`src/hdl/dmst_pkg.sv`:
```
// ----------------------------------------------------------------------------
// dmst_pkg
// Shared types and constants of the display mode set table: mode record,
// request codes and the fixed table of default modes.
// ----------------------------------------------------------------------------
package dmst_pkg;

  localparam int unsigned DEFAULT_COUNT = 15;

  localparam logic [1:0] ACT_ADD    = 2'd0;
  localparam logic [1:0] ACT_REMOVE = 2'd1;
  localparam logic [1:0] ACT_LIST   = 2'd2;
  localparam logic [1:0] ACT_FIND   = 2'd3;

  typedef struct packed {
    logic [15:0] width;
    logic [15:0] height;
    logic [9:0]  hz;
  } mode_t;

  localparam mode_t DEFAULT_MODES [DEFAULT_COUNT] = '{
    '{16'd1920, 16'd1080, 10'd60},  '{16'd1920, 16'd1080, 10'd120},
    '{16'd1920, 16'd1080, 10'd144}, '{16'd1920, 16'd1080, 10'd240},
    '{16'd1280, 16'd720,  10'd60},  '{16'd1600, 16'd900,  10'd60},
    '{16'd1920, 16'd1200, 10'd60},  '{16'd2560, 16'd1440, 10'd60},
    '{16'd2560, 16'd1440, 10'd120}, '{16'd2560, 16'd1440, 10'd144},
    '{16'd2560, 16'd1600, 10'd60},  '{16'd3440, 16'd1440, 10'd60},
    '{16'd3440, 16'd1440, 10'd100}, '{16'd3840, 16'd2160, 10'd60},
    '{16'd3840, 16'd2160, 10'd120}
  };

endpackage

```
`src/hdl/dmst_ram.sv`:
```
// ----------------------------------------------------------------------------
// dmst_ram
// Generic simple dual-port RAM: one write port, one read port with the read
// data registered.
// ----------------------------------------------------------------------------
module dmst_ram #(
  parameter int unsigned WIDTH = 42,
  parameter int unsigned DEPTH = 16,
  parameter int unsigned AW    = (DEPTH > 1) ? $clog2(DEPTH) : 1
) (
  input  logic             clk_i,
  input  logic             we_i,
  input  logic [AW-1:0]    waddr_i,
  input  logic [WIDTH-1:0] wdata_i,
  input  logic             re_i,
  input  logic [AW-1:0]    raddr_i,
  output logic [WIDTH-1:0] rdata_o
);

  logic [WIDTH-1:0] mem_q [DEPTH];
  logic [WIDTH-1:0] rdata_q;

  always_ff @(posedge clk_i) begin
    if (we_i) begin
      mem_q[waddr_i] <= wdata_i;
    end
    if (re_i) begin
      rdata_q <= mem_q[raddr_i];
    end
  end

  assign rdata_o = rdata_q;

endmodule

```
`src/hdl/display_mode_set_table.sv`:
```
// ----------------------------------------------------------------------------
// display_mode_set_table
// Set of display modes: fixed default table plus an ordered custom store held
// in one RAM. A sequencer scans, appends, compacts and lists the store.
// ----------------------------------------------------------------------------
// Find, rejected add and default-hit add: result in the cycle after the request.
// Add/remove scan the store entry by entry, each read through the registered
// RAM port; remove then moves every later entry down one slot. List gives the
// default entries from the table, custom entries via RAM reads. One request at
// a time; the next is taken in the first cycle busy_o is low; results cannot be stalled.
// Reset clears the custom count and sequencer state; store contents are never cleared.
module display_mode_set_table #(
  parameter int unsigned CUSTOM_CAPACITY = 16
) (
  input  logic        clk_i,
  input  logic        rst_ni,
  input  logic        start_i,
  output logic        busy_o,
  input  logic [1:0]  action_i,
  input  logic [15:0] req_width_i,
  input  logic [15:0] req_height_i,
  input  logic [9:0]  req_hz_i,
  input  logic [4:0]  list_limit_i,
  output logic        result_valid_o,
  output logic        ok_o,
  output logic        entry_valid_o,
  output logic [15:0] mode_width_o,
  output logic [15:0] mode_height_o,
  output logic [9:0]  mode_hz_o,
  output logic [3:0]  mode_index_o,
  output logic [4:0]  total_modes_o,
  output logic        last_o
);

  import dmst_pkg::*;

  localparam int unsigned AW   = (CUSTOM_CAPACITY > 1) ? $clog2(CUSTOM_CAPACITY) : 1;
  localparam int unsigned CW   = $clog2(CUSTOM_CAPACITY + 1);
  localparam int unsigned SUMW = ((CW > 4) ? CW : 4) + 1;
  localparam int unsigned MW   = $bits(mode_t);

  localparam logic [2:0] S_IDLE      = 3'd0;
  localparam logic [2:0] S_SCAN_RD   = 3'd1;
  localparam logic [2:0] S_SCAN_CMP  = 3'd2;
  localparam logic [2:0] S_SHIFT_RD  = 3'd3;
  localparam logic [2:0] S_SHIFT_WR  = 3'd4;
  localparam logic [2:0] S_LIST      = 3'd5;
  localparam logic [2:0] S_LIST_WAIT = 3'd6;

  logic [2:0]    state_q, state_d;
  logic [CW-1:0] ptr_q, ptr_d;
  logic [CW-1:0] count_q, count_d;
  logic [4:0]    list_q, list_d;
  logic [4:0]    n_q, n_d;
  logic [1:0]    act_q;
  mode_t         req_q;

  mode_t         req_in;
  logic          req_zero;
  logic          dflt_hit;
  logic [3:0]    dflt_idx;

  logic          ram_we, ram_re;
  logic [AW-1:0] ram_waddr, ram_raddr;
  logic [MW-1:0] ram_wdata, ram_rdata;
  mode_t         rd_mode;

  logic [CW-1:0] ptr_m1;
  logic [4:0]    cust_off;
  logic          list_last;
  logic [SUMW-1:0] sum_cur, sum_nxt;
  logic [4:0]    total_cur, total_nxt;
  logic [4:0]    list_n;

  logic          emit;
  logic          r_ok, r_ev, r_last;
  mode_t         r_mode;
  logic [3:0]    r_idx;

  logic          valid_q, ok_q, ev_q, last_q;
  mode_t         mode_q;
  logic [3:0]    idx_q;
  logic [4:0]    tot_q;

  assign req_in   = '{width: req_width_i, height: req_height_i, hz: req_hz_i};
  assign req_zero = (req_width_i == '0) || (req_height_i == '0) || (req_hz_i == '0);
  assign rd_mode  = mode_t'(ram_rdata);

  // First match wins: walk down so the lowest index is kept.
  always_comb begin
    dflt_hit = 1'b0;
    dflt_idx = '0;
    for (int k = DEFAULT_COUNT - 1; k >= 0; k--) begin
      if (DEFAULT_MODES[k] == req_in) begin
        dflt_hit = 1'b1;
        dflt_idx = 4'(k);
      end
    end
  end

  assign sum_cur   = SUMW'(DEFAULT_COUNT) + SUMW'(count_q);
  assign sum_nxt   = SUMW'(DEFAULT_COUNT) + SUMW'(count_d);
  assign total_cur = (sum_cur > SUMW'(31)) ? 5'd31 : sum_cur[4:0];
  assign total_nxt = (sum_nxt > SUMW'(31)) ? 5'd31 : sum_nxt[4:0];
  assign list_n    = (list_limit_i < total_cur) ? list_limit_i : total_cur;

  assign ptr_m1    = ptr_q - CW'(1);
  assign cust_off  = list_q - 5'(DEFAULT_COUNT);
  assign list_last = ((list_q + 5'd1) == n_q);

  always_comb begin
    state_d   = state_q;
    ptr_d     = ptr_q;
    count_d   = count_q;
    list_d    = list_q;
    n_d       = n_q;
    ram_we    = 1'b0;
    ram_waddr = ptr_q[AW-1:0];
    ram_wdata = MW'(req_q);
    ram_re    = 1'b0;
    ram_raddr = ptr_q[AW-1:0];
    emit      = 1'b0;
    r_ok      = 1'b0;
    r_ev      = 1'b0;
    r_mode    = '0;
    r_idx     = '0;
    r_last    = 1'b1;
    unique case (state_q)
      S_IDLE: begin
        if (start_i) begin
          unique case (action_i)
            ACT_ADD: begin
              if (req_zero) begin
                emit = 1'b1;
              end else if (dflt_hit) begin
                emit = 1'b1;
                r_ok = 1'b1;
              end else begin
                ptr_d   = '0;
                state_d = S_SCAN_RD;
              end
            end
            ACT_REMOVE: begin
              ptr_d   = '0;
              state_d = S_SCAN_RD;
            end
            ACT_LIST: begin
              if (list_n == '0) begin
                emit = 1'b1;
                r_ok = 1'b1;
              end else begin
                list_d  = '0;
                n_d     = list_n;
                state_d = S_LIST;
              end
            end
            ACT_FIND: begin
              emit  = 1'b1;
              r_ok  = dflt_hit;
              r_idx = dflt_hit ? dflt_idx : 4'd0;
            end
            default: state_d = S_IDLE;
          endcase
        end
      end
      S_SCAN_RD: begin
        if (ptr_q == count_q) begin
          // No match in the store: append on add if there is room.
          emit    = 1'b1;
          state_d = S_IDLE;
          if ((act_q == ACT_ADD) && (count_q < CW'(CUSTOM_CAPACITY))) begin
            ram_we    = 1'b1;
            ram_waddr = count_q[AW-1:0];
            count_d   = count_q + CW'(1);
            r_ok      = 1'b1;
          end
        end else begin
          ram_re  = 1'b1;
          state_d = S_SCAN_CMP;
        end
      end
      S_SCAN_CMP: begin
        ptr_d = ptr_q + CW'(1);
        if (rd_mode == req_q) begin
          if (act_q == ACT_ADD) begin
            emit    = 1'b1;
            r_ok    = 1'b1;
            state_d = S_IDLE;
          end else begin
            state_d = S_SHIFT_RD;
          end
        end else begin
          state_d = S_SCAN_RD;
        end
      end
      S_SHIFT_RD: begin
        if (ptr_q == count_q) begin
          count_d = count_q - CW'(1);
          emit    = 1'b1;
          r_ok    = 1'b1;
          state_d = S_IDLE;
        end else begin
          ram_re  = 1'b1;
          state_d = S_SHIFT_WR;
        end
      end
      S_SHIFT_WR: begin
        // Move entry down one slot.
        ram_we    = 1'b1;
        ram_waddr = ptr_m1[AW-1:0];
        ram_wdata = ram_rdata;
        ptr_d     = ptr_q + CW'(1);
        state_d   = S_SHIFT_RD;
      end
      S_LIST: begin
        if (list_q < 5'(DEFAULT_COUNT)) begin
          emit    = 1'b1;
          r_ok    = 1'b1;
          r_ev    = 1'b1;
          r_mode  = DEFAULT_MODES[list_q[3:0]];
          r_last  = list_last;
          list_d  = list_q + 5'd1;
          state_d = list_last ? S_IDLE : S_LIST;
        end else begin
          ram_re    = 1'b1;
          ram_raddr = AW'(cust_off);
          state_d   = S_LIST_WAIT;
        end
      end
      S_LIST_WAIT: begin
        emit    = 1'b1;
        r_ok    = 1'b1;
        r_ev    = 1'b1;
        r_mode  = rd_mode;
        r_last  = list_last;
        list_d  = list_q + 5'd1;
        state_d = list_last ? S_IDLE : S_LIST;
      end
      default: state_d = S_IDLE;
    endcase
  end

  dmst_ram #(
    .WIDTH (MW),
    .DEPTH (CUSTOM_CAPACITY),
    .AW    (AW)
  ) u_store (
    .clk_i   (clk_i),
    .we_i    (ram_we),
    .waddr_i (ram_waddr),
    .wdata_i (ram_wdata),
    .re_i    (ram_re),
    .raddr_i (ram_raddr),
    .rdata_o (ram_rdata)
  );

  always_ff @(posedge clk_i or negedge rst_ni) begin
    if (!rst_ni) begin
      state_q <= S_IDLE;
      count_q <= '0;
      ptr_q   <= '0;
      list_q  <= '0;
      n_q     <= '0;
      valid_q <= 1'b0;
    end else begin
      state_q <= state_d;
      count_q <= count_d;
      ptr_q   <= ptr_d;
      list_q  <= list_d;
      n_q     <= n_d;
      valid_q <= emit;
    end
  end

  // Hold the request for the duration of the transaction.
  always_ff @(posedge clk_i) begin
    if (start_i && (state_q == S_IDLE)) begin
      act_q <= action_i;
      req_q <= req_in;
    end
  end

  always_ff @(posedge clk_i) begin
    if (emit) begin
      ok_q   <= r_ok;
      ev_q   <= r_ev;
      mode_q <= r_mode;
      idx_q  <= r_idx;
      tot_q  <= total_nxt;
      last_q <= r_last;
    end
  end

  assign busy_o         = (state_q != S_IDLE);
  assign result_valid_o = valid_q;
  assign ok_o           = ok_q;
  assign entry_valid_o  = ev_q;
  assign mode_width_o   = mode_q.width;
  assign mode_height_o  = mode_q.height;
  assign mode_hz_o      = mode_q.hz;
  assign mode_index_o   = idx_q;
  assign total_modes_o  = tot_q;
  assign last_o         = last_q;

  a_count_cap: assert property (@(posedge clk_i) disable iff (!rst_ni)
    count_q <= CW'(CUSTOM_CAPACITY))
    else $error("custom count above capacity");

  a_more_busy: assert property (@(posedge clk_i) disable iff (!rst_ni)
    (result_valid_o && !last_o) |-> busy_o)
    else $error("non-final result while sequencer idle");

  a_write_busy: assert property (@(posedge clk_i) disable iff (!rst_ni)
    ram_we |-> (state_q != S_IDLE))
    else $error("store write outside a transaction");

  a_count_emit: assert property (@(posedge clk_i) disable iff (!rst_ni)
    (count_q != $past(count_q)) |-> result_valid_o)
    else $error("count changed without a result");

endmodule

```
`config.mk`:
```
export PLATFORM = sky130hd
export DESIGN_NAME = display_mode_set_table
export DESIGN_NICKNAME = d
export VERILOG_FILES = /design/src/hdl/dmst_pkg.sv /design/src/hdl/dmst_ram.sv /design/src/hdl/display_mode_set_table.sv
export SDC_FILE = /design/constraint.sdc
export NUM_CORES = 1
export LEC_CHECK = 0
export BUFFER_PORTS_ARGS = -buffer_cell sky130_fd_sc_hd__buf_2
export CAP_MARGIN = 15
export CORE_UTILIZATION = 40
export CTS_CLUSTER_SIZE = 14
export DETAILED_ROUTE_END_ITERATION = 10
export PLACE_DENSITY_LB_ADDON = 0.2
export REMOVE_ABC_BUFFERS = 1
export SETUP_SLACK_MARGIN = 0.15
export SLEW_MARGIN = 20
export SYNTH_ARGS = -nofsm -noshare
export SYNTH_HDL_FRONTEND = slang
export SYNTH_SLANG_ARGS = --single-unit
```
`constraint.sdc`:
```
create_clock -name clk_i -period 5.7 [get_ports clk_i]
set_input_delay 0.57 -clock clk_i [delete_from_list [all_inputs] [get_ports clk_i]]
set_output_delay 0.57 -clock clk_i [all_outputs]
set_load 0.01 [all_outputs]
```
==> metrics.txt <==
outcome=completed; die area=86,880 um^2; post-CTS setup repair buffer count=0; maximum vdd drop=0.3147 mV; Worst-path clk slew=0.06 ns; Mapped Cells=1,915; CP Capture Type=flop; area of the multi-input gates=8972 um^2; worst hold path cell count=1; routed len/inst=28.36 um; highest achievable clock rate=0.2429 GHz; Netlist cell types=82; dpl cell area=36,510 um^2; leakage=12.82 nW; YS warnings=0; Most used DFF post-synth=edfxtp_1; crit path kind=reg -> reg; Max Clock Skew=0.02010 ns; cts bufs inserted=90; final hold violation count=0; max cap viols=0; initial detailed-routing violation count=1,709; Seq cells post-synth=836; DP Worst Slack=1.670 ns; final worst path period share=72.23%; Max clock buf depth=3; GRT overflow=0; Worst Max-Slew Pin Slew=1.176 ns; Seq. cell area=24,980 um^2; drt total wl=92,930 um; Setup Viol. Count Final=0; most common cell after layout, fill and taps aside=edfxtp_1; Post-Syn Area per Cell=17.90 um^2; sequential element share of the synthesized area=72.88%; vias in the first global route=19,216; Worst EP arrival=4.38 ns; starting density of the core=40.71%; design area=39,300 um^2; RSZ-0062 raised after global routing=false; synth-to-layout area growth=14.62%; share of layout cells above drive strength 1=23.14%; fin worst setup slack=1.583 ns; most frequent cells in the layout=edfxtp_1 (812), nand2_1 (234), mux4_2 (168); Worst EP required=5.96 ns; Core Area=84,220 um^2; nets=2,146; ys async rst share=2.871%; minimum clock period=4.117 ns; Tot GR Track Use=21.65%; dpl hpwl=56,600 um; R2R cell count=11; CTS tree=yes; clk_lat worst skew=0.65 ns; antenna-violating nets left=0; clock sink count=836; IO Count=108; first-pass GRT wire length=133,900 um; Rows=106; largest net degree at the start of global routing=56; Crit Path Max Fanout=55; Die H=294.8 um; Chip Width=294.8 um; vias per cell=5.764; fillers=7,132; Placer Congestion=0.9020; EDFF count, synth=812; Netlist Area Pre-Place=34,280 um^2; Pins Over Slew Limit=0; DRC viols=0; initial antenna violation count=20; Power Density=507.5 nW/um^2; H-tree level count=3; Rel. slew slack=21.29%; Vias=18,890; Setup crit start kind=flop; drt pass-1 iters=7; hold crit path type=in -> reg; # port buffers=107; CTS root buf=clkbuf_16
cell families (layout without fill, tap and decap cells):
| group | count (synthesis) | count (layout) | share of synthesized area, % |
|---|---|---|---|
| flops | 836 | 836 | 72.88 |
| simple gates | 499 | 499 | 7.361 |
| compound gates | 208 | 208 | 4.402 |
| mux | 176 | 176 | 11.28 |
| buf+inv | 108 | 332 | 1.522 |
| xor+xnor | 66 | 66 | 1.752 |
| fa+ha+maj | 22 | 22 | 0.8029 |
| other cells | 0 | 4 | 0 |
final timing paths:
path / startpoint / endpoint / slack [ns]
setup / recovery: count_q[0] / mode_height_o[15] / 1.58
hold / removal: req_width_i[13] / req_q[39] / 0.13
setup reg to reg: count_q[0] / mode_height_o[15] / 1.58
hold reg to reg: n_q[1] / n_q[1] / 0.51
max in group asynchronous: rst_ni / list_q[0] / 4.79
min in group asynchronous: rst_ni / list_q[2] / 0.49
Yosys cell counts (4+ instances only):
library cell	count	share of area, %
a211oi_1	6	0.13
a21boi_0	5	0.11
a21o_1	6	0.13
a21oi_1	22	0.32
a22o_1	5	0.13
a22oi_1	87	1.9
a31oi_1	7	0.13
a32o_1	4	0.12
a41oi_1	4	0.10
and2_1	24	0.44
and3_1	6	0.11
and4b_1	4	0.12
buf_2	20	0.29
buf_4	14	0.31
buf_6	5	0.16
clkbuf_1	48	0.53
dfrtp_1	24	1.8
edfxtp_1	812	71
ha_1	22	0.80
inv_1	19	0.21
mux2_2	4	0.13
mux2i_1	4	0.12
mux4_2	168	11
nand2_1	237	2.6
nand2b_1	14	0.26
nand3_1	11	0.16
nand3b_1	5	0.11
nand4_1	30	0.55
nand4b_1	4	0.10
nor2_1	60	0.66
nor2b_1	10	0.18
nor3_1	28	0.41
nor3b_1	7	0.15
nor4_1	18	0.33
nor4_2	5	0.18
nor4b_1	5	0.13
o21ai_0	25	0.36
o31ai_1	7	0.15
xnor2_1	52	1.3
xor2_1	11	0.28
where the power goes:
group	switching [mW]	internal [mW]	leakage [nW]
sequential	0.614	8.12	7.67
combinational	3.44	2.21	3.80
clock	2.37	3.20	1.35
total	6.42	13.5	12.8
state kept, by name (all words and copies together) (netlist names), 10 cells and up:
signal,count
u_store.rdata_o,42
mode_hz_o,10
mode_height_o,16
u_store.mem_q,672
mode_width_o,16
req_q,42
routing by layer:
layer / up-vias / global-route usage, % / part of all wire, % / routed length, um
li1: 8031 / - / - / -
met1: 9950 / 30.93 / 43 / 40330
met2: 741 / 33.68 / 46 / 42870
met3: 150 / 4.811 / 8.3 / 7694
met4: 18 / 5.259 / 2.1 / 1937
met5: - / 0 / 0.11 / 106
cell type report:
class | instances | area share, %
Clock buffer | 116 | 6.005
Antenna cell | 4 | 0.02547
Timing Repair Buffer | 154 | 2.732
Multi-Input combinational cell | 971 | 22.83
Clock inverter | 43 | 1.035
Tap cell | 1134 | 3.611
Sequential cell | 836 | 63.58
Inverter | 19 | 0.1815
metrics by stage:
stage | hold slack [ns] | util (%) | instances | TNS (ns) | power [mW]
2_1_floorplan | 0.2744 | - | 1826 | -233.83 | 12.77
3_3_place_gp | 0.4965 | 43.32 | 3112 | 0 | 14.41
3_5_place_dp | 0.5041 | 43.35 | 3113 | 0 | 14.54
4_1_cts | 0.09607 | 46.65 | 3273 | 0 | 20.10
5_1_grt | 0.1051 | 46.65 | 3273 | 0 | 20.76
6_report | 0.1292 | 46.66 | 3277 | 0 | 19.94
critical path, stage by stage (launching register included):
cell	delay (ns)
dfrtp_1	0.49
inv_1	0.15
ha_1	0.29
xor2_1	0.16
o22ai_1	0.22
ha_1	0.30
a21o_1	0.16
a21o_1	0.19
a211oi_2	0.50
a21oi_1	0.24
nor2_1	0.22
or4b_4	0.76
timing repair:
item | 4_1_cts | 5_1_grt
hold buffers | 1 | 0
gates resized for setup | 0 | 0
endpoints found under the hold margin | 24 | 0
setup endpoints to repair | 0 | 0
(Power assumes the default switching activity.)
